==> config.mk <==
export PLATFORM = sky130hd
export DESIGN_NAME = usb_control_td_sequencer
export DESIGN_NICKNAME = d
export VERILOG_FILES = /design/src/hw/rtl/ucts_pkg.sv /design/src/hw/rtl/ucts_front.sv /design/src/hw/rtl/ucts_back.sv /design/src/hw/rtl/ucts_outq.sv /design/src/hw/rtl/usb_control_td_sequencer.sv
export SDC_FILE = /design/constraint.sdc
export NUM_CORES = 1
export LEC_CHECK = 0
export ABC_CLOCK_PERIOD_IN_PS = 5900
export CAP_MARGIN = 25
export CELL_PAD_IN_SITES_DETAIL_PLACEMENT = 0
export CELL_PAD_IN_SITES_GLOBAL_PLACEMENT = 1
export CORE_ASPECT_RATIO = 0.7
export CORE_UTILIZATION = 50
export CTS_CLUSTER_SIZE = 20
export DETAILED_ROUTE_END_ITERATION = 10
export DONT_BUFFER_PORTS = 1
export PLACE_DENSITY_LB_ADDON = 0.1
export SYNTH_ARGS = -nofsm -noshare
export SYNTH_HDL_FRONTEND = slang
export SYNTH_HIERARCHICAL = 1
export SYNTH_SLANG_ARGS = --single-unit
==> constraint.sdc <==
create_clock -name clk -period 5.9 [get_ports clk]
set_input_delay 0.295 -clock clk [delete_from_list [all_inputs] [get_ports clk]]
set_output_delay 0.295 -clock clk [all_outputs]
set_load 0.01 [all_outputs]
==> src/hw/rtl/ucts_pkg.sv <==
`timescale 1ns / 1ps

package ucts_pkg;

    localparam int MAX_TDS = 16;
    localparam int CNT_W   = $clog2(MAX_TDS + 1);

    localparam logic [7:0]  TOKEN_SETUP = 8'h2D;
    localparam logic [7:0]  PID_IN      = 8'h69;
    localparam logic [7:0]  PID_OUT     = 8'hE1;
    localparam logic [10:0] LEN_NULL    = 11'h7FF;
    localparam logic [31:0] CW_BASE     = 32'h1880_0000;   // active, three retries
    localparam logic [31:0] CW_IOC      = 32'h0100_0000;
    localparam logic [31:0] ERR_MASK    = 32'h0076_0000;   // stall, buffer, babble, crc, bitstuff
    localparam logic [7:0]  PSIZE_DFLT  = 8'd8;
    localparam logic [14:0] SUM_MAX     = 15'h7FFF;

    localparam logic CMD_REQUEST = 1'b0;
    localparam logic CMD_STATUS  = 1'b1;

    localparam logic KIND_DESC    = 1'b0;
    localparam logic KIND_OUTCOME = 1'b1;

    localparam logic [1:0] STAGE_SETUP  = 2'd0;
    localparam logic [1:0] STAGE_DATA   = 2'd1;
    localparam logic [1:0] STAGE_STATUS = 2'd2;

    // classified work item handed from front to back
    typedef struct packed {
        logic        is_status;
        logic [6:0]  addr;
        logic [7:0]  psize;       // never zero
        logic [15:0] dlen;
        logic        din;
        logic        err;         // any error bit in the status word
        logic [11:0] act_len;     // actual length in bytes
    } cmd_t;

    typedef struct packed {
        logic        kind;
        logic [1:0]  stage;
        logic [31:0] token_word;
        logic [31:0] control_word;
        logic [15:0] buffer_offset;
        logic        last;
        logic        transfer_ok;
        logic [14:0] actual_total;
    } res_t;

    function automatic logic [31:0] make_token(input logic [7:0] pid, input logic [6:0] addr,
                                               input logic toggle, input logic [10:0] lf);
        make_token = {lf, 1'b0, toggle, 4'b0000, addr, pid};
    endfunction

endpackage

==> src/hw/rtl/ucts_front.sv <==
`timescale 1ns / 1ps

module ucts_front
    import ucts_pkg::*;
(
    input  logic        clk,
    input  logic        rst_n,
    input  logic        push,
    output logic        full,
    input  logic        command,
    input  logic [6:0]  device_address,
    input  logic [7:0]  packet_size,
    input  logic [15:0] data_length,
    input  logic        data_in,
    input  logic [31:0] status_word,
    output logic        cmd_valid,
    output cmd_t        cmd_head,
    input  logic        cmd_pop
);

    cmd_t       entry;
    cmd_t       q_reg [2];
    logic       wr_ptr_reg, wr_ptr_next;
    logic       rd_ptr_reg, rd_ptr_next;
    logic [1:0] cnt_reg, cnt_next;
    logic       do_push;

    // classify the incoming item
    always_comb
    begin
        entry.is_status = (command == CMD_STATUS);
        entry.addr      = device_address;
        entry.psize     = (packet_size == 8'd0) ? PSIZE_DFLT : packet_size;
        entry.dlen      = data_length;
        entry.din       = data_in;
        entry.err       = |(status_word & ERR_MASK);
        entry.act_len   = (status_word[10:0] == LEN_NULL) ? 12'd0
                                                          : {1'b0, status_word[10:0]} + 12'd1;
    end

    assign full      = (cnt_reg == 2'd2);
    assign do_push   = push && !full;
    assign cmd_valid = (cnt_reg != 2'd0);
    assign cmd_head  = q_reg[rd_ptr_reg];

    always_comb
    begin
        wr_ptr_next = wr_ptr_reg ^ do_push;
        rd_ptr_next = rd_ptr_reg ^ cmd_pop;
        cnt_next    = cnt_reg + {1'b0, do_push} - {1'b0, cmd_pop};
    end

    always_ff @(posedge clk or negedge rst_n)
    begin
        if (!rst_n)
        begin
            wr_ptr_reg <= 1'b0;
            rd_ptr_reg <= 1'b0;
            cnt_reg    <= 2'd0;
        end
        else
        begin
            wr_ptr_reg <= wr_ptr_next;
            rd_ptr_reg <= rd_ptr_next;
            cnt_reg    <= cnt_next;
        end
    end

    always_ff @(posedge clk)
    begin
        if (do_push)
        begin
            q_reg[wr_ptr_reg] <= entry;
        end
    end

endmodule

==> src/hw/rtl/ucts_back.sv <==
`timescale 1ns / 1ps

module ucts_back
    import ucts_pkg::*;
(
    input  logic clk,
    input  logic rst_n,
    input  logic cmd_valid,
    input  cmd_t cmd_head,
    output logic cmd_pop,
    input  logic res_full,
    output logic res_push,
    output res_t res
);

    typedef enum logic [1:0] {
        ST_IDLE,
        ST_SETUP,
        ST_DATA,
        ST_STAT
    } state_t;

    localparam logic [CNT_W-1:0] DATA_LIMIT = CNT_W'(MAX_TDS - 1);

    state_t           state_reg, state_next;
    logic [6:0]       addr_reg, addr_next;
    logic [7:0]       psize_reg, psize_next;
    logic [15:0]      rem_reg, rem_next;
    logic [15:0]      off_reg, off_next;
    logic             toggle_reg, toggle_next;
    logic             din_reg, din_next;
    logic             has_data_reg, has_data_next;
    logic [CNT_W-1:0] n_reg, n_next;
    logic [CNT_W-1:0] count_reg, count_next;
    logic [CNT_W-1:0] pos_reg, pos_next;
    logic [14:0]      sum_reg, sum_next;
    logic             err_reg, err_next;

    logic [15:0]      chunk;
    logic [15:0]      sum_add;
    logic [14:0]      sum_upd;
    logic             err_upd;
    logic [CNT_W-1:0] pos_inc;

    always_comb
    begin
        chunk   = (rem_reg < {8'd0, psize_reg}) ? rem_reg : {8'd0, psize_reg};
        err_upd = err_reg | cmd_head.err;
        pos_inc = pos_reg + CNT_W'(1);
        sum_add = {1'b0, sum_reg} + {4'd0, cmd_head.act_len};
        if (pos_reg != '0 && pos_inc < count_reg)
        begin
            sum_upd = sum_add[15] ? SUM_MAX : sum_add[14:0];
        end
        else
        begin
            sum_upd = sum_reg;
        end
    end

    always_comb
    begin
        state_next    = state_reg;
        addr_next     = addr_reg;
        psize_next    = psize_reg;
        rem_next      = rem_reg;
        off_next      = off_reg;
        toggle_next   = toggle_reg;
        din_next      = din_reg;
        has_data_next = has_data_reg;
        n_next        = n_reg;
        count_next    = count_reg;
        pos_next      = pos_reg;
        sum_next      = sum_reg;
        err_next      = err_reg;
        cmd_pop       = 1'b0;
        res_push      = 1'b0;
        res           = '0;

        case (state_reg)
            ST_IDLE:
            begin
                if (cmd_valid && !res_full)
                begin
                    cmd_pop = 1'b1;
                    if (!cmd_head.is_status)
                    begin
                        addr_next     = cmd_head.addr;
                        psize_next    = cmd_head.psize;
                        rem_next      = cmd_head.dlen;
                        off_next      = 16'd0;
                        toggle_next   = 1'b1;
                        din_next      = cmd_head.din;
                        has_data_next = (cmd_head.dlen != 16'd0);
                        count_next    = '0;
                        pos_next      = '0;
                        sum_next      = 15'd0;
                        err_next      = 1'b0;
                        state_next    = ST_SETUP;
                    end
                    else if (count_reg != '0)
                    begin
                        err_next = err_upd;
                        sum_next = sum_upd;
                        pos_next = pos_inc;
                        if (pos_inc >= count_reg)
                        begin
                            res_push           = 1'b1;
                            res.kind           = KIND_OUTCOME;
                            res.transfer_ok    = !err_upd;
                            res.actual_total   = err_upd ? 15'd0 : sum_upd;
                            count_next         = '0;
                            pos_next           = '0;
                        end
                    end
                end
            end

            ST_SETUP:
            begin
                if (!res_full)
                begin
                    res_push         = 1'b1;
                    res.kind         = KIND_DESC;
                    res.stage        = STAGE_SETUP;
                    res.token_word   = make_token(TOKEN_SETUP, addr_reg, 1'b0, 11'd7);
                    res.control_word = CW_BASE;
                    n_next           = CNT_W'(1);
                    state_next       = (rem_reg != 16'd0 && CNT_W'(1) < DATA_LIMIT)
                                       ? ST_DATA : ST_STAT;
                end
            end

            ST_DATA:
            begin
                if (!res_full)
                begin
                    res_push          = 1'b1;
                    res.kind          = KIND_DESC;
                    res.stage         = STAGE_DATA;
                    res.token_word    = make_token(din_reg ? PID_IN : PID_OUT, addr_reg,
                                                   toggle_reg, 11'(chunk - 16'd1));
                    res.control_word  = CW_BASE;
                    res.buffer_offset = off_reg;
                    off_next          = off_reg + chunk;
                    rem_next          = rem_reg - chunk;
                    toggle_next       = !toggle_reg;
                    n_next            = n_reg + CNT_W'(1);
                    state_next        = (rem_next != 16'd0 && n_next < DATA_LIMIT)
                                        ? ST_DATA : ST_STAT;
                end
            end

            ST_STAT:
            begin
                if (!res_full)
                begin
                    res_push         = 1'b1;
                    res.kind         = KIND_DESC;
                    res.stage        = STAGE_STATUS;
                    res.token_word   = make_token((has_data_reg && din_reg) ? PID_OUT : PID_IN,
                                                  addr_reg, 1'b1, LEN_NULL);
                    res.control_word = CW_BASE | CW_IOC;
                    res.last         = 1'b1;
                    count_next       = n_reg + CNT_W'(1);
                    pos_next         = '0;
                    state_next       = ST_IDLE;
                end
            end

            default:
            begin
                state_next = ST_IDLE;
            end
        endcase
    end

    always_ff @(posedge clk or negedge rst_n)
    begin
        if (!rst_n)
        begin
            state_reg    <= ST_IDLE;
            count_reg    <= '0;
            pos_reg      <= '0;
            sum_reg      <= 15'd0;
            err_reg      <= 1'b0;
            n_reg        <= '0;
            addr_reg     <= 7'd0;
            psize_reg    <= PSIZE_DFLT;
            rem_reg      <= 16'd0;
            off_reg      <= 16'd0;
            toggle_reg   <= 1'b0;
            din_reg      <= 1'b0;
            has_data_reg <= 1'b0;
        end
        else
        begin
            state_reg    <= state_next;
            count_reg    <= count_next;
            pos_reg      <= pos_next;
            sum_reg      <= sum_next;
            err_reg      <= err_next;
            n_reg        <= n_next;
            addr_reg     <= addr_next;
            psize_reg    <= psize_next;
            rem_reg      <= rem_next;
            off_reg      <= off_next;
            toggle_reg   <= toggle_next;
            din_reg      <= din_next;
            has_data_reg <= has_data_next;
        end
    end

endmodule

==> src/hw/rtl/ucts_outq.sv <==
`timescale 1ns / 1ps

module ucts_outq
    import ucts_pkg::*;
(
    input  logic clk,
    input  logic rst_n,
    input  logic res_push,
    input  res_t res_in,
    output logic res_full,
    input  logic pop,
    output logic empty,
    output res_t res_head
);

    res_t       q_reg [2];
    logic       wr_ptr_reg, wr_ptr_next;
    logic       rd_ptr_reg, rd_ptr_next;
    logic [1:0] cnt_reg, cnt_next;
    logic       do_pop;

    assign res_full = (cnt_reg == 2'd2);
    assign empty    = (cnt_reg == 2'd0);
    assign do_pop   = pop && !empty;
    assign res_head = q_reg[rd_ptr_reg];

    always_comb
    begin
        wr_ptr_next = wr_ptr_reg ^ res_push;
        rd_ptr_next = rd_ptr_reg ^ do_pop;
        cnt_next    = cnt_reg + {1'b0, res_push} - {1'b0, do_pop};
    end

    always_ff @(posedge clk or negedge rst_n)
    begin
        if (!rst_n)
        begin
            wr_ptr_reg <= 1'b0;
            rd_ptr_reg <= 1'b0;
            cnt_reg    <= 2'd0;
        end
        else
        begin
            wr_ptr_reg <= wr_ptr_next;
            rd_ptr_reg <= rd_ptr_next;
            cnt_reg    <= cnt_next;
        end
    end

    always_ff @(posedge clk)
    begin
        if (res_push)
        begin
            q_reg[wr_ptr_reg] <= res_in;
        end
    end

endmodule

==> src/hw/rtl/usb_control_td_sequencer.sv <==
`timescale 1ns / 1ps

// channel   | handshake                    | payload
// ----------+------------------------------+------------------------------------------
// request   | push / full, transfer when   | command, device_address, packet_size,
//           | push & !full                 | data_length, data_in, status_word
// result    | empty / pop, transfer when   | kind, stage, token_word, control_word,
//           | pop & !empty                 | buffer_offset, last, transfer_ok, actual_total
//
// a request item is loaded by the sequencer, then one descriptor per cycle is
// emitted while the result queue has room: setup, up to MAX_TDS - 2 data,
// status; a status word is folded in by the sequencer; items wait in a
// 2-entry queue, so the input side takes up to two items while the sequencer is busy
// results wait in a 2-entry queue; a full result queue stalls the sequencer only
// reset clears both queues and all chain state, no clearing pass is needed

module usb_control_td_sequencer
    import ucts_pkg::*;
(
    input  logic        clk,
    input  logic        rst_n,
    input  logic        push,
    output logic        full,
    input  logic        command,
    input  logic [6:0]  device_address,
    input  logic [7:0]  packet_size,
    input  logic [15:0] data_length,
    input  logic        data_in,
    input  logic [31:0] status_word,
    output logic        empty,
    input  logic        pop,
    output logic        kind,
    output logic [1:0]  stage,
    output logic [31:0] token_word,
    output logic [31:0] control_word,
    output logic [15:0] buffer_offset,
    output logic        last,
    output logic        transfer_ok,
    output logic [14:0] actual_total
);

    // front to back
    logic cmd_valid;
    cmd_t cmd_head;
    logic cmd_pop;

    // back to result queue
    logic res_full;
    logic res_push;
    res_t res;
    res_t res_head;

    // front: classifies each item (request or status word) and queues it
    ucts_front u_front
    (
        .clk            (clk),
        .rst_n          (rst_n),
        .push           (push),
        .full           (full),
        .command        (command),
        .device_address (device_address),
        .packet_size    (packet_size),
        .data_length    (data_length),
        .data_in        (data_in),
        .status_word    (status_word),
        .cmd_valid      (cmd_valid),
        .cmd_head       (cmd_head),
        .cmd_pop        (cmd_pop)
    );

    // back: walks the descriptor chain and folds in completion status
    ucts_back u_back
    (
        .clk       (clk),
        .rst_n     (rst_n),
        .cmd_valid (cmd_valid),
        .cmd_head  (cmd_head),
        .cmd_pop   (cmd_pop),
        .res_full  (res_full),
        .res_push  (res_push),
        .res       (res)
    );

    // result queue decouples the sequencer from the consumer
    ucts_outq u_outq
    (
        .clk      (clk),
        .rst_n    (rst_n),
        .res_push (res_push),
        .res_in   (res),
        .res_full (res_full),
        .pop      (pop),
        .empty    (empty),
        .res_head (res_head)
    );

    assign kind          = res_head.kind;
    assign stage         = res_head.stage;
    assign token_word    = res_head.token_word;
    assign control_word  = res_head.control_word;
    assign buffer_offset = res_head.buffer_offset;
    assign last          = res_head.last;
    assign transfer_ok   = res_head.transfer_ok;
    assign actual_total  = res_head.actual_total;

`ifndef SYNTHESIS
    // sequencer never writes into a full result queue
    a_no_overrun: assert property (@(posedge clk) disable iff (!rst_n)
        res_push |-> !res_full)
        else $error("result written while queue full");

    // sequencer only takes work the front has queued
    a_pop_valid: assert property (@(posedge clk) disable iff (!rst_n)
        cmd_pop |-> cmd_valid)
        else $error("command taken from empty queue");

    // a failed transfer reports no byte count
    a_fail_zero: assert property (@(posedge clk) disable iff (!rst_n)
        (res_push && res.kind == KIND_OUTCOME) |-> (res.transfer_ok || res.actual_total == 15'd0))
        else $error("failed transfer carries a byte count");
`endif

endmodule

; ---- Yosys cells after proc, flatten, opt, wreduce, memory -nomap -nowiden
; Memories as Yosys holds them, arrays and structs flattened.
; Cells that the tools add are included.
[totals]
mem_bits_rw = 292
ff_bits = 91
n_memories = 2
inputBits = 69
latch_bits = 0
rom_bits = 0
elab_cells = 158
[op_classes]
mul = 0
addsub = 11
div = 0
bitwise = 6
reduce_logical = 32
magnitude_cmp = 4
mux = 70
n_eq_ne = 14
shifts = 0
[mem_list]
columns = memory, words, word_bits, read_ports, rd_clocked_by_memory_dff, wr, line
row1 = u_outq.q_reg, 2, 100, 1, 0, 1, ucts_outq.sv:16  ; res_t q_reg [2];
row2 = u_front.q_reg, 2, 46, 1, 0, 1, ucts_front.sv:22  ; cmd_t q_reg [2];
[ops]
columns = cell, count
row1 = 2-to-1 mux 16 bit, 13
row2 = case mux 66 bit (3 select lines), 1
row3 = 2-to-1 mux 81 bit, 1
row4 = 2-to-1 mux 15 bit, 5
row5 = 2-to-1 mux 66 bit, 1
row6 = case mux 16 bit (2 select lines), 2
row7 = 2-to-1 mux 56 bit, 1
row8 = 2-to-1 mux 5 bit, 11
row9 = nonzero test 16 bit, 3
row10 = case mux 5 bit (2 select lines), 3
row11 = 2-to-1 mux 8 bit, 3
row12 = 2-to-1 mux 1 bit, 19
row13 = adder 15 x 12 -> 16 bit, 1
row14 = adder 16 bit, 1
row15 = < comparator 16 x 8 -> 1 bit, 1
row16 = subtractor 16 bit, 1
row17 = adder 11 x 1 -> 12 bit (second input constant), 1
row18 = 2-to-1 mux 12 bit, 1
row19 = == test 11 bit (second input constant), 1
row20 = subtractor 11 x 1 -> 11 bit (second input constant), 1
row21 = adder 5 x 1 -> 5 bit (second input constant), 2
row22 = 2-to-1 mux 2 bit, 5
row23 = != test 2 bit (second input constant), 5
row24 = AND reduction 5 bit, 2
row25 = other kinds (25), 52

; ---- Longest topological paths before layout
; Gate-level depths: netlist of the first run.
[logic_depth]
ltp_word = 10
ltp_mapped = 17
mapped_depth_nobuf = 16

; ---- Cells and area by module
; Netlist of the first run, hierarchy kept.
[modules_own_cells]
columns = module, cells_per_inst, area_each_um2, instances
row1 = ucts_outq, 329, 7875.1, 1
row2 = ucts_back, 852, 7094.3, 1
row3 = ucts_front, 211, 3816.2, 1

; ---- Worst setup path before layout of the first run
; Ideal clock, no wire load.
[synth_timing]
path_kind = reg2reg
startpoint = reg u_back.pos_reg[0]
endpoint = mem u_outq/q_reg[0][0] in the netlist's numbering (enable)
arrival_time_ns = 4.017
path_slack_ns = 1.413
stages_incl_launch_ff = 10
setup_time_ns = 0.471
t_required_ns = 5.429
n_path_buf = 0
path_cell_list = dfrtp_1 ha_1 nand3_1 xnor2_1 ha_1 nand3_1 o21ai_0 nand2_1 o21ai_0 ha_1
[synth_via]
elab_chain_cells = 9
[synth_lines]
columns = item, line
row1 = "start, declared", ucts_back.sv:35  ; logic [CNT_W-1:0] pos_reg, pos_next;
row2 = "start signal, assigned", ucts_back.sv:200  ; pos_reg <= pos_next;
row3 = adder 5 x 1 -> 5 bit, ucts_back.sv:49  ; pos_inc = pos_reg + CNT_W'(1);
row4 = greater-or-equal comparator 5 bit, ucts_back.sv:106  ; if (pos_inc >= count_reg)
row5 = 2-to-1 mux 1 bit, ucts_back.sv:106
row6 = 2-to-1 mux 1 bit, ucts_back.sv:101  ; else if (count_reg != '0)
row7 = 2-to-1 mux 1 bit, ucts_back.sv:86  ; if (!cmd_head.is_status)
row8 = 2-to-1 mux 1 bit, ucts_back.sv:83  ; if (cmd_valid && !res_full)
row9 = case mux 1 bit (2 select lines), ucts_back.sv:80  ; case (state_reg)
row10 = named net res_push, usb_control_td_sequencer.sv:49  ; logic res_push;
row11 = 2-to-1 mux 1 bit, ucts_outq.sv:52  ; if (res_push)
row12 = 2-to-1 mux 1 bit (implied by the code), ucts_outq.sv:54  ; q_reg[wr_ptr_reg] <= res_in;
row13 = "end, declared", ucts_outq.sv:16
; The timed path passes the listed nets, and every way through them passes these cells.

; ---- Worst setup path after layout of the first run
[layout_timing]
startpoint = reg u_back.rem_reg[8]
endpoint = reg u_back.state_reg[0]
[layout_via]
elab_chain_cells = 8
word_cells_on_any_way = 11
classes_between = 1 x add/sub / 1 x order compare / 6 x mux / 3 x reduce/logical
[layout_lines]
columns = item, line
row1 = "start, declared", ucts_back.sv:28  ; logic [15:0] rem_reg, rem_next;
row2 = "start signal, assigned", ucts_back.sv:206  ; rem_reg <= rem_next;
row3 = < comparator 16 x 8 -> 1 bit, ucts_back.sv:47  ; chunk = (rem_reg < {8'd0, psize_reg}) ? rem_reg : {8'd0, psize_reg};
row4 = 2-to-1 mux 16 bit, ucts_back.sv:47
row5 = subtractor 16 bit, ucts_back.sv:146  ; rem_next = rem_reg - chunk;
row6 = nonzero test 16 bit, ucts_back.sv:149  ; state_next = (rem_next != 16'd0 && n_next < DATA_LIMIT)
row7 = logical AND 1 bit, ucts_back.sv:149
row8 = 2-to-1 mux 1 bit, ucts_back.sv:150  ; ? ST_DATA : ST_STAT;
row9 = 2-to-1 mux 2 bit, ucts_back.sv:136  ; if (!res_full)
row10 = case mux 2 bit (4 select lines) (*), ucts_back.sv:80
row11 = "end signal, assigned", ucts_back.sv:198  ; state_reg <= state_next;
row12 = "end, declared", ucts_back.sv:25  ; state_t state_reg, state_next;
; Mark *: on every way between the ends. The rest lies on a longest branch, timed or not. The select of a mux whose other input is x is not followed.
; A chain may end at the register's enable or synchronous reset.

==> results of run 1 <==
[metrics by stage]
step           hold slack (ns)  utilization, %  area [sq um]
5_1_grt                 0.0269            56.8         20700
3_3_place_gp           0.00404            52.0         19000
3_5_place_dp            0.0110            52.2         19000
6_report                0.0375            56.8         20700
2_1_floorplan        -0.000591               -         18900
4_1_cts                 0.0134            56.8         20700
[cell usage in the layout (no fill, tap or decap), types with 32 or more instances in the layout]
| cell | n |
|---|---|
| edfxtp_1 | 292 |
| mux2_4 | 90 |
| dfrtp_1 | 88 |
| nand2_1 | 87 |
| mux2_2 | 70 |
| o21ai_0 | 69 |
| nor2_1 | 66 |
| ha_1 | 60 |
| inv_1 | 55 |
| a21oi_1 | 48 |
| dlygate4sd3_1 | 42 |
| conb_1 | 42 |
| clkbuf_16 | 39 |
| xnor2_1 | 32 |
[power groups by stage]
| stage | registers (mW) | clock network, mW | logic (mW) |
|---|---|---|---|
| 2_1_floorplan | 4.64 | 0 | 4.05 |
| 3_3_place_gp | 4.84 | 0 | 4.82 |
| 3_5_place_dp | 4.82 | 0 | 4.97 |
| 4_1_cts | 4.77 | 2.52 | 5.03 |
| 5_1_grt | 4.86 | 2.61 | 5.43 |
| 6_report | 4.75 | 2.45 | 4.98 |
[Yosys cell counts (all sizes together) (3+ instances only)]
master   instances
xor2            17
mux2           160
or4              3
fa               3
o31ai           11
nor3b            4
a211oi           6
clkbuf          39
and2            22
buf             66
a2bb2oi          4
a21o            14
and4             5
a21oi           53
nand4            6
dfrtp           90
a31oi            7
and3            11
nor2b           14
xnor2           32
o21ai           75
mux2i           11
a31o             3
inv             55
a22o             7
nand2b          10
nand2           87
o221a           12
o2111ai          4
ha              64
edfxtp         292
a22oi           12
o21a            12
nand3           24
nor3            21
or2              7
or3             11
o211ai           6
nor2            68
nor4            10
o22ai            6
[cell type report]
class / count / area, sq um / share of cell area (%)
multi-input combinational: 890 / 6980 / 33.7
tap: 480 / 601 / 2.90
inverter: 55 / 206 / 0.997
clock inverter: 14 / 190 / 0.919
timing repair buffer: 59 / 604 / 2.92
antenna: 2 / 5.00 / 0.0242
clock buffer: 55 / 1060 / 5.10
sequential: 383 / 11100 / 53.4
[what timing repair did]
action	4_1_cts	5_1_grt
hold endpoints to repair	172	0
setup buffers	0	0
hold buffers	43	0
[per-layer routing]
metal	up-vias	wire length (microns)
li1	5151	-
met1	5305	19600
met2	249	16900
met3	41	1960
met4	0	471
met5	-	0
[worst register-to-register path: cells and delay by family (launching register included)]
kind,cells,cell delay (ns)
AND/OR/NAND/NOR,4,1.16
adder cells (fa/ha/maj),2,0.63
multiplexers,1,0.46
flip-flops,1,0.50
AO/OA/AOI/OAI,6,1.91
[cells by family after synthesis]
logic type,synth area share [%]
AND/OR/NAND/NOR,8.17
AO/OA/AOI/OAI,9.16
other,0.0200
buffers and inverters,5.01
flip-flops,58.8
XOR/XNOR,2.28
adder cells (fa/ha/maj),4.58
multiplexers,12.0
[worst min path at each step]
stage                          startpoint                        endpoint  slack, ns  cells past startpoint
final                      status_word[3]   u_front/q_reg[0][3]$_DFFE_PP_       0.04                      2
after global routing      status_word[22]  u_front/q_reg[0][12]$_DFFE_PP_       0.03                      2
after CTS                  status_word[3]   u_front/q_reg[1][3]$_DFFE_PP_       0.01                      2
after detailed placement            rst_n   u_back/sum_reg[5]$_DFFE_PN0P_       0.01                      0
after global placement              rst_n  u_back/rem_reg[12]$_DFFE_PN0P_      0.004                      0
after floorplan                     rst_n  u_back/addr_reg[0]$_DFFE_PN0P_    -0.0006                      0
==> impl_results.md, run 1 <==
- Pint: 7.70 mW
- Sw Ratio: 36.8%
- Total grt overflow: 0
- Net load switching power: 4.49 mW
- F_max: 0.212 GHz
- DR pass1 iterations: 7
- Worst setup path end: u_back/state_reg[0]$_DFFE_PN0P_
- CP startpoint: u_back/rem_reg[8]$_DFFE_PN0P_
- Final Hold Viols: 0
- Post-synth cell types: 78
- Pre-CTS WS: 1.27 ns
- Power after layout: 12.2 mW
- RSZ-0062 raised after global routing: no
- Final worst setup slack: 1.18 ns
- Min-Delay Path Class: in -> reg
- Crit share post-route: 80.0%
- DR vias: 10,746
- Filler instances: 2,981
- Required time of the critical path: 6.36 ns
- Cts repair resizes: 0
- FF-to-FF path depth: 13
- Peak VDD IR: 0.337 mV
- Comb pwr share: 40.9%
- Clock Skews: 0.0144 ns
- Number of buffers created by CTS: 38
- First-pass GRT wire length: 59,500 microns
- Crit path depth: 13
- Critical path class: reg -> reg
- Vias in the first global route: 10,395
- Leakage: 8.16 nW
- Mean Syn Cell Area: 13.5 sq um
- Synthesis-to-finish area growth: 10.2%
- Vias per cell: 5.54
- Post-synth ARST share: 23.8%
- Tot GR Track Use: 20.3%
- Initial antenna violation count: 2
- Worst skew pair latency: 0.54 ns
- Worst Setup Start Kind: flop
- Crit path max fanout: 11
- Reg power frac: 39.0%
- Met2 usage: 29.8%
- Yosys top cell by area: edfxtp_1
- Yosys reg bits: 383
- Final slew viol count: 0
- Pin count of the biggest net entering global routing: 92
- Critical path's slowest cell: nor4_1
- DPL Wire Length: 26,600 microns
- Core area: 0.0364 sq mm
- Reg2reg setup slack: 1.18 ns
- Post-synth EDFFs: 292
- Seq/Total Area, Yosys: 58.8%
- Clock Pin Slew Worst Setup and Hold Paths: 0.06 ns
- PortBufs: 0
- Worst reg2reg endpoint: u_back/state_reg[0]$_DFFE_PN0P_
- Syn Std Cell Area: 0.0188 sq mm
- Clock buffer depth: 3
- IO Count: 171
- CTS Sinks: 383
- Die width: 234 microns
- Setup violators final: 0
- # nets final: 1,563
- Reg-to-Reg Start: u_back/rem_reg[8]$_DFFE_PN0P_
- Root buffer cell: clkbuf_16
- Die ar.: 0.0384 sq mm
- Non-filler cells, final: 1,938
- Wirelength per Cell: 20.1 microns
- H-tree levels: 2
- Family with the most delay on the worst path: compound AO/OA/AOI/OAI gates
- Setup TNS: 0 ns
- Top_reg_cell synth: edfxtp_1
- GRT busiest layer: met1
- Slew margin rel.: 26.2%
- Drt total wl: 38,900 microns
- Worst-margin pin slew: 1.10 ns
- Starting Density: 51.6%
- Tmin final: 4.72 ns
- Final ANT Viol Nets: 0
- GRT met3 Usage: 3.40%
- Routability Congestion: 0.856
- CTS tree: yes
- Yosys warns: 6
- Arrival @ worst endpoint: 5.18 ns
- Worst Path Buf+Inv: 0
- M1 GR Usage: 31.6%
- Worst-path cell chain: nor4_1 > o211ai_1 > a211oi_4 > mux2_2 > ha_1 > fa_1 > nand2b_1 > a21oi_1 > o221a_2 > or3_1 > nor2_1 > a2111oi_2 > a41o_1
- PD cells: 589 mW/mm^2
- Largest register FFs: 200
- Cells after synthesis: 1,392
- # DRC: 0
- Row cnt: 58
- Yosys top cell area share: 46.7%
- CP endpoint kind: flop
- Inst Count DP: 1,824
- Clock power share: 20.1%
- Max stage delay on crit path: 0.69 ns
- Top area cells in the synthesized netlist: edfxtp_1 (47%), dfrtp_1 (12%), mux2_4 (7.2%)
- Max Cap Viol: 0
- Starting DRT DRC Count: 761
- Die Ht: 164 microns
- Status: completed
- Fraction of layout cells with a size suffix above 1: 18.8%
Note: power is estimated with default switching activity, not from simulation.
==> run 2: changes to the inputs <==
--- a/config.mk
+++ b/config.mk
@@ -5,12 +5,12 @@
 export SDC_FILE = /design/constraint.sdc
 export NUM_CORES = 1
 export LEC_CHECK = 0
-export ABC_CLOCK_PERIOD_IN_PS = 5900
+export ABC_CLOCK_PERIOD_IN_PS = 4130
 export CAP_MARGIN = 25
 export CELL_PAD_IN_SITES_DETAIL_PLACEMENT = 0
 export CELL_PAD_IN_SITES_GLOBAL_PLACEMENT = 1
 export CORE_ASPECT_RATIO = 0.7
-export CORE_UTILIZATION = 50
+export CORE_UTILIZATION = 49
 export CTS_CLUSTER_SIZE = 20
 export DETAILED_ROUTE_END_ITERATION = 10
 export DONT_BUFFER_PORTS = 1
==> constraint.sdc (replaced) <==
create_clock -name clk -period 4.13 [get_ports clk]
set_input_delay 0.2065 -clock clk [delete_from_list [all_inputs] [get_ports clk]]
set_output_delay 0.2065 -clock clk [all_outputs]
set_load 0.01 [all_outputs]
==> run 2 against run 1 <==
  * Die area grew 2.0%
  * Highest routed layer is now met5
  * Core utilization increased by 0.43 points
  * Setup slack worse by 1.0 ns
  * Critical endpoint unchanged
  * Via count up 2.3%
==> impl_results.md, run 2 (synthesis gave the netlist of run 1 again) <==
- Status: completed (unchanged)
- Row cnt: 59 (was 58)
- IO Count: 171 (unchanged)
- Drt total wl: 39,600 microns (was 38,900 microns)
- Tmin final: 3.95 ns (was 4.72 ns)
- Clock Pin Slew Worst Setup and Hold Paths: 0.07 ns (was 0.06 ns)
- Max stage delay on crit path: 0.42 ns (was 0.69 ns)
- CP endpoint kind: flop (unchanged)
- Vias in the first global route: 10,923 (was 10,395)
- Die Ht: 166 microns (was 164 microns)
- Arrival @ worst endpoint: 4.42 ns (was 5.18 ns)
- Fraction of layout cells with a size suffix above 1: 23.6% (was 18.8%)
- DR pass1 iterations: 5 (was 7)
- Setup violators final: 0 (unchanged)
- Number of buffers created by CTS: 39 (was 38)
- First-pass GRT wire length: 62,300 microns (was 59,500 microns)
- Worst skew pair latency: 0.54 ns (about the same)
- Commonest non-fill, non-tap cell in the layout: edfxtp_1 (unchanged)
- Filler instances: 3,029 (was 2,981)
- Root buffer cell: clkbuf_16 (unchanged)
- Final slew viol count: 0 (unchanged)
- Routability Congestion: 0.847 (was 0.856)
- RSZ-0062 raised after global routing: yes (was no)
- F_max: 0.253 GHz (was 0.212 GHz)
- Most used cell, CP: ha_1
- Clock buffer depth: 3 (unchanged)
- Die width: 236 microns (was 234 microns)
- Critical path's slowest cell: mux2_2 (was nor4_1)
- Vias per cell: 5.42 (was 5.54)
- Crit path max fanout: 4 (was 11)
- Ant. Diodes: 0 (was 2)
- Initial antenna violation count: 1 (was 2)
- H-tree levels: 2 (unchanged)
- Power after layout: 18.1 mW (was 12.2 mW)
- # DRC: 0 (unchanged)
- Final worst setup slack: 0.180 ns (was 1.18 ns)
- Starting Density: 50.2% (was 51.6%)
- Worst-margin pin slew: 0.940 ns (was 1.10 ns)
- Wirelength per Cell: 19.5 microns (was 20.1 microns)
- Most frequent cells in the layout: edfxtp_1 (292), mux2_4 (90), dfrtp_1 (88) (unchanged)
- Core area: 0.0374 sq mm (was 0.0364 sq mm)
- PD cells: 845 mW/mm^2 (was 589 mW/mm^2)
- Critical path class: reg -> reg (unchanged)
- DPL Wire Length: 27,300 microns (was 26,600 microns)
- Worst-path cell chain: inv_1 > ha_1 > a211oi_1 > o211ai_1 > a211oi_4 > mux2_2 > ha_1 > fa_1 > nand2b_1 > a21oi_2 > o221a_2 > or3_1 > nor2_1 > a2111oi_2 > a41o_1 (was nor4_1 > o211ai_1 > a211oi_4 > mux2_2 > ha_1 > fa_1 > nand2b_1 > a21oi_1 > o221a_2 > or3_1 > nor2_1 > a2111oi_2 > a41o_1)
- Pin count of the biggest net entering global routing: 92 (unchanged)
- Final Hold Viols: 0 (unchanged)
- Setup TNS: 0 ns (unchanged)
- Synthesis-to-finish area growth: 14.1% (was 10.2%)
- PortBufs: 0 (unchanged)
- Required time of the critical path: 4.60 ns (was 6.36 ns)
- DR vias: 10,991 (was 10,746)
- Final hold slack: 0.0176 ns (was 0.0375 ns)
- Total grt overflow: 0 (unchanged)
- CTS tree: yes (unchanged)
- Starting DRT DRC Count: 752 (was 761)
- Dpl cell area: 0.0196 sq mm (was 0.0190 sq mm)
- Peak VDD IR: 0.553 mV (was 0.337 mV)
- Max Cap Viol: 0 (unchanged)
- Slew margin rel.: 36.7% (was 26.2%)
- Largest register FFs: 200 (unchanged)
- Worst Setup Start Kind: flop (unchanged)
- Leakage: 8.59 nW (was 8.16 nW)
- CTS Sinks: 383 (unchanged)
- Die ar.: 0.0391 sq mm (was 0.0384 sq mm)
- Final instance area: 0.0214 sq mm (was 0.0207 sq mm)
- Pre-CTS WS: 0.146 ns (was 1.27 ns)
- Tot GR Track Use: 20.3% (about the same)
- Min-Delay Path Class: in -> reg (unchanged)
- # nets final: 1,645 (was 1,563)
- Final ANT Viol Nets: 0 (unchanged)
- Crit share post-route: 95.6% (was 80.0%)
- Clock Skews: 0.0192 ns (was 0.0144 ns)
[run 2: cell types whose count changed in the layout (fill, tap and decap cells not counted), moves of 3 or more]
| cell | before | now |
|---|---|---|
| dlygate4sd3_1 | 42 | 49 |
| a21oi_1 | 48 | 45 |
| a21oi_2 | 5 | 8 |
| buf_12 | 1 | 5 |
| buf_4 | 13 | 84 |
| clkinv_2 | 2 | 8 |
| clkbuf_1 | 14 | 8 |
[run 2: repair_timing]
action                     4_1_cts  5_1_grt
resized for setup                0       11
buffers inserted                 0        1
hold buffers                    50        0
hold endpoints to repair       182        0
setup endpoints to repair        0       16
[run 2: power breakdown]
part | switching, mW | total (mW) | leakage (nW) | internal (mW)
Sequential | 0.570 | 6.63 | 3.94 | 6.06
Combinational | 4.52 | 7.95 | 4.03 | 3.43
Clock | 1.48 | 3.53 | 0.628 | 2.06
[run 2: path summary, 6_finish.rpt]
| kind | endpoint | startpoint | cells past startpoint | slack (ns) |
|---|---|---|---|---|
| setup / recovery | u_back/state_reg[0]$_DFFE_PN0P_ | u_back/psize_reg[5]$_DFFE_PN0P_ | 15 | 0.18 |
| hold / removal | u_front/q_reg[0][4]$_DFFE_PP_ | status_word[3] | 2 | 0.02 |
| setup reg to reg | u_back/state_reg[0]$_DFFE_PN0P_ | u_back/psize_reg[5]$_DFFE_PN0P_ | 15 | 0.18 |
| hold reg to reg | u_front/cnt_reg[1]$_DFF_PN0_ | u_front/cnt_reg[1]$_DFF_PN0_ | 1 | 0.50 |
| max in group asynchronous | u_outq/rd_ptr_reg$_DFF_PN0_ | rst_n | 2 | 3.41 |
| min in group asynchronous | u_back/rem_reg[14]$_DFFE_PN0P_ | rst_n | 2 | 0.26 |
[run 2: metrics by stage]
stage          std cells  util, %
6_report            2027     57.2
3_5_place_dp        1905     52.3
4_1_cts             2026     57.1
3_3_place_gp        1905     52.3
5_1_grt             2027     57.2
2_1_floorplan       1433        -
[run 2: area by class of cell]
cell class | instances | area, sq um | area share, %
Clock buffer | 51 | 1080 | 5.06
Clock inverter | 20 | 198 | 0.923
Inverter | 55 | 206 | 0.964
Multi-Input combinational cell | 890 | 7020 | 32.7
Sequential cell | 383 | 11100 | 51.6
Tap cell | 488 | 611 | 2.85
Timing Repair Buffer | 140 | 1260 | 5.88
[run 2: critical path: cells and delay by family (launching register included)]
family,cells,cell delay (ns)
buf+inv,1,0.11
simple gates,3,0.43
flops,1,0.40
mux,1,0.42
fa+ha+maj,3,0.92
compound gates,7,1.61
[run 2: per-layer routing]
layer	GRT usage [%]	share of wire, %	wire, microns	vias to the layer above
met2	30.0	43	17100	232
li1	-	-	-	5328
met1	30.9	50	19900	5389
met5	0	0.033	13	-
met4	4.23	1.2	486	2
met3	4.11	5.2	2060	40
==> run 3: changes to the inputs <==
--- a/config.mk
+++ b/config.mk
@@ -10,7 +10,8 @@
 export CELL_PAD_IN_SITES_DETAIL_PLACEMENT = 0
 export CELL_PAD_IN_SITES_GLOBAL_PLACEMENT = 1
 export CORE_ASPECT_RATIO = 0.7
-export CORE_UTILIZATION = 49
+export CORE_UTILIZATION = 40
+export CTS_BUF_LIST = sky130_fd_sc_hd__clkbuf_4
 export CTS_CLUSTER_SIZE = 20
 export DETAILED_ROUTE_END_ITERATION = 10
 export DONT_BUFFER_PORTS = 1
==> constraint.sdc (replaced) <==
create_clock -name clk -period 4.13 [get_ports clk]
set_input_delay 0.413 -clock clk [delete_from_list [all_inputs] [get_ports clk]]
set_output_delay 0.413 -clock clk [all_outputs]
set_load 0.01 [all_outputs]
==> run 3 against run 2 <==
  * Core utilization is 11 points lower
  * Design area rose by 0.79%
  * Critical path depth increased by 1
  * Non-clock buffer count fell by 1
  * Combinational power about the same
  * Sequential share of layout area decreased by 0.40 points
  * Largest cell class unchanged
  * Clock skew is 0.024 ns higher
  * Register-to-register slack gained 0.04 ns
  * The run now ends with design-rule violations left
==> impl_results.md, run 3 (synthesis gave the netlist of run 1 again) <==
- DR WL met2: 16,800 microns (was 17,100 microns)
- Pin count of the biggest net entering global routing: 92 (unchanged)
- Family with the most delay on the worst path: compound AO/OA/AOI/OAI gates (unchanged)
- Worst Setup Start Kind: flop (unchanged)
- Routability Congestion: 0.826 (was 0.847)
- Peak VDD IR: 0.435 mV (was 0.553 mV)
- Final Hold Viols: 0 (unchanged)
- PD cells: 831 mW/mm^2 (was 845 mW/mm^2)
- Synthesis-to-finish area growth: 15.0% (was 14.1%)
- Fraction of layout cells with a size suffix above 1: 27.3% (was 23.6%)
- Starting Density: 40.5% (was 50.2%)
- RSZ-0062 raised after global routing: no (was yes)
- Clock buffer depth: 3 (unchanged)
- Row cnt: 66 (was 59)
- Leakage: 8.70 nW (was 8.59 nW)
- Die Ht: 183 microns (was 166 microns)
- Setup violators final: 0 (unchanged)
- Worst skew pair latency: 0.83 ns (was 0.54 ns)
- Critical path's slowest cell: dfstp_2 (was mux2_2)
- CTS Sinks: 383 (unchanged)
- IO Count: 171 (unchanged)
- Filler instances: 4,277 (was 3,029)
- Min-Delay Path Class: in -> reg (unchanged)
- Die ar.: 0.0478 sq mm (was 0.0391 sq mm)
- Pint: 11.1 mW (was 11.5 mW)
- Crit share post-route: 94.7% (was 95.6%)
- PortBufs: 0 (unchanged)
- Final ANT Viol Nets: 0 (unchanged)
- DR vias: 11,490 (was 10,991)
- Initial antenna violation count: 1 (unchanged)
- Met3 WL: 2740 microns (was 2060 microns)
- Max Cap Viol: 0 (unchanged)
- Max stage delay on crit path: 0.55 ns (was 0.42 ns)
- Top Metal Used: met4 (was met5)
- Net load switching power: 6.85 mW (was 6.57 mW)
- Tmin final: 3.91 ns (was 3.95 ns)
- Comb pwr share: 44.2% (was 43.9%)
- Violated checks: design-rule violations
- Clock Skews: 0.0432 ns (was 0.0192 ns)
- Status: finished with violations (was completed)
- Total grt overflow: 0 (unchanged)
- Die width: 261 microns (was 236 microns)
- Vias in the first global route: 11,202 (was 10,923)
- Starting DRT DRC Count: 745 (was 752)
- Reg power frac: 37.4% (was 36.6%)
- Vias per cell: 5.09 (was 5.42)
- Wirelength per Cell: 18.9 microns (was 19.5 microns)
- Setup TNS: 0 ns (unchanged)
- F_max: 0.256 GHz (was 0.253 GHz)
- Largest register FFs: 200 (unchanged)
- Worst-path cell chain: inv_1 > ha_1 > nor2_1 > nor2_1 > a211oi_4 > buf_4 > mux2_2 > ha_1 > fa_1 > nand2b_1 > a21oi_2 > o221a_2 > or3_4 > nor2_1 > a2111oi_2 > a41o_1 (was inv_1 > ha_1 > a211oi_1 > o211ai_1 > a211oi_4 > mux2_2 > ha_1 > fa_1 > nand2b_1 > a21oi_2 > o221a_2 > or3_1 > nor2_1 > a2111oi_2 > a41o_1)
- Arrival @ worst endpoint: 4.66 ns (was 4.42 ns)
- Most used cell, CP: nor2_1 (was ha_1)
- First-pass GRT wire length: 65,200 microns (was 62,300 microns)
- DR pass1 iterations: 8 (was 5)
- Number of buffers created by CTS: 96 (was 39)
- Clock power share: 18.4% (was 19.5%)
- Wl on met1: 22,300 microns (was 19,900 microns)
- CP endpoint kind: flop (unchanged)
- Drt total wl: 42,600 microns (was 39,600 microns)
- Sw Ratio: 38.2% (was 36.3%)
- Clock Pin Slew Worst Setup and Hold Paths: 0.07 ns (about the same)
- Power after layout: 18.0 mW (was 18.1 mW)
- Most frequent cells in the layout: edfxtp_1 (292), clkbuf_4 (145), mux2_4 (90) (was edfxtp_1 (292), mux2_4 (90), dfrtp_1 (88))
- Required time of the critical path: 4.88 ns (was 4.60 ns)
- Tot GR Track Use: 18.1% (was 20.3%)
- Worst Path Buf+Inv: 2 (was 1)
- Slew margin rel.: 42.9% (was 36.7%)
- Final slew viol count: 0 (unchanged)
- H-tree levels: 3 (was 2)
- DPL Wire Length: 29,100 microns (was 27,300 microns)
- Crit path max fanout: 4 (unchanged)
- # nets final: 1,701 (was 1,645)
- Util after Layout: 46.5% (was 57.2%)
- CTS tree: yes (unchanged)
- Commonest non-fill, non-tap cell in the layout: edfxtp_1 (unchanged)
- Root buffer cell: clkbuf_4 (was clkbuf_16)
- Worst-margin pin slew: 0.855 ns (was 0.940 ns)
- Core area: 0.0464 sq mm (was 0.0374 sq mm)
- # DRC: 22 (was 0)
- Critical path class: reg -> reg (unchanged)
[run 3: worst reg2reg max path: cells and delay by family, from the launching register on]
family	cells	cell delay (ns)
compound gates	5	1.18
fa+ha+maj	3	0.93
simple gates	5	0.56
flops	1	0.55
mux	1	0.36
buf+inv	2	0.25
[run 3: layout make-up]
type / instances / area, sq um / area share (%)
multi-input cells: 890 / 7010 / 32.5
well taps: 612 / 766 / 3.55
repair buffers: 139 / 1260 / 5.86
flip-flops and latches: 383 / 11100 / 51.2
clock buffers: 145 / 1090 / 5.04
diodes: 3 / 7.51 / 0.0348
inverters: 55 / 206 / 0.956
clock inverters: 32 / 198 / 0.915
[run 3: power by group through the flow]
stage / sequential [mW] / combinational (mW) / clock (mW)
after floorplan: 6.63 / 5.79 / 0
after global placement: 6.76 / 7.81 / 0
after detailed placement: 6.81 / 7.82 / 0
after CTS: 6.73 / 7.94 / 3.47
after global routing: 6.86 / 8.66 / 3.65
final: 6.72 / 7.93 / 3.31
[run 3: per-layer routing]
layer  up-vias  GRT usage (%)
met5         -              0
met4         0           5.77
met3        67           5.32
met2       298           23.8
met1      5616           27.8
li1       5509              -
[run 3: what timing repair did]
| item | CTS | global route |
|---|---|---|
| hold buffers | 56 | 0 |
| hold endpoints to repair | 187 | 0 |
| setup endpoints to repair | 0 | 10 |
| gates resized for setup | 0 | 8 |
| buffers inserted | 0 | 5 |
[run 3: final timing paths]
path	slack, ns	from	endpoint	cells after the start
min	0.14	status_word[3]	u_front/q_reg[1][11]$_DFFE_PP_	3
max in group asynchronous	3.46	rst_n	u_front/rd_ptr_reg$_DFF_PN0_	2
max reg2reg	0.22	u_back/psize_reg[3]$_DFFE_PN1P_	u_back/state_reg[0]$_DFFE_PN0P_	16
min reg2reg	0.50	u_back/off_reg[0]$_DFFE_PN0P_	u_back/off_reg[0]$_DFFE_PN0P_	2
min in group asynchronous	0.17	rst_n	u_back/off_reg[11]$_DFFE_PN0P_	2
max	0.22	u_back/psize_reg[3]$_DFFE_PN1P_	u_back/state_reg[0]$_DFFE_PN0P_	16
[run 3: through the flow]
stage | cell area (sq um) | cells | hold slack (ns) | setup slack (ns)
floorplan | 18900 | 1433 | 0.117 | -0.357
global placement | 19600 | 2017 | 0.121 | 0.200
detailed placement | 19600 | 2017 | 0.121 | 0.146
CTS | 21500 | 2250 | 0.0154 | 0.103
global route | 21600 | 2258 | 0.0503 | 0.00448
finish | 21600 | 2259 | 0.139 | 0.218
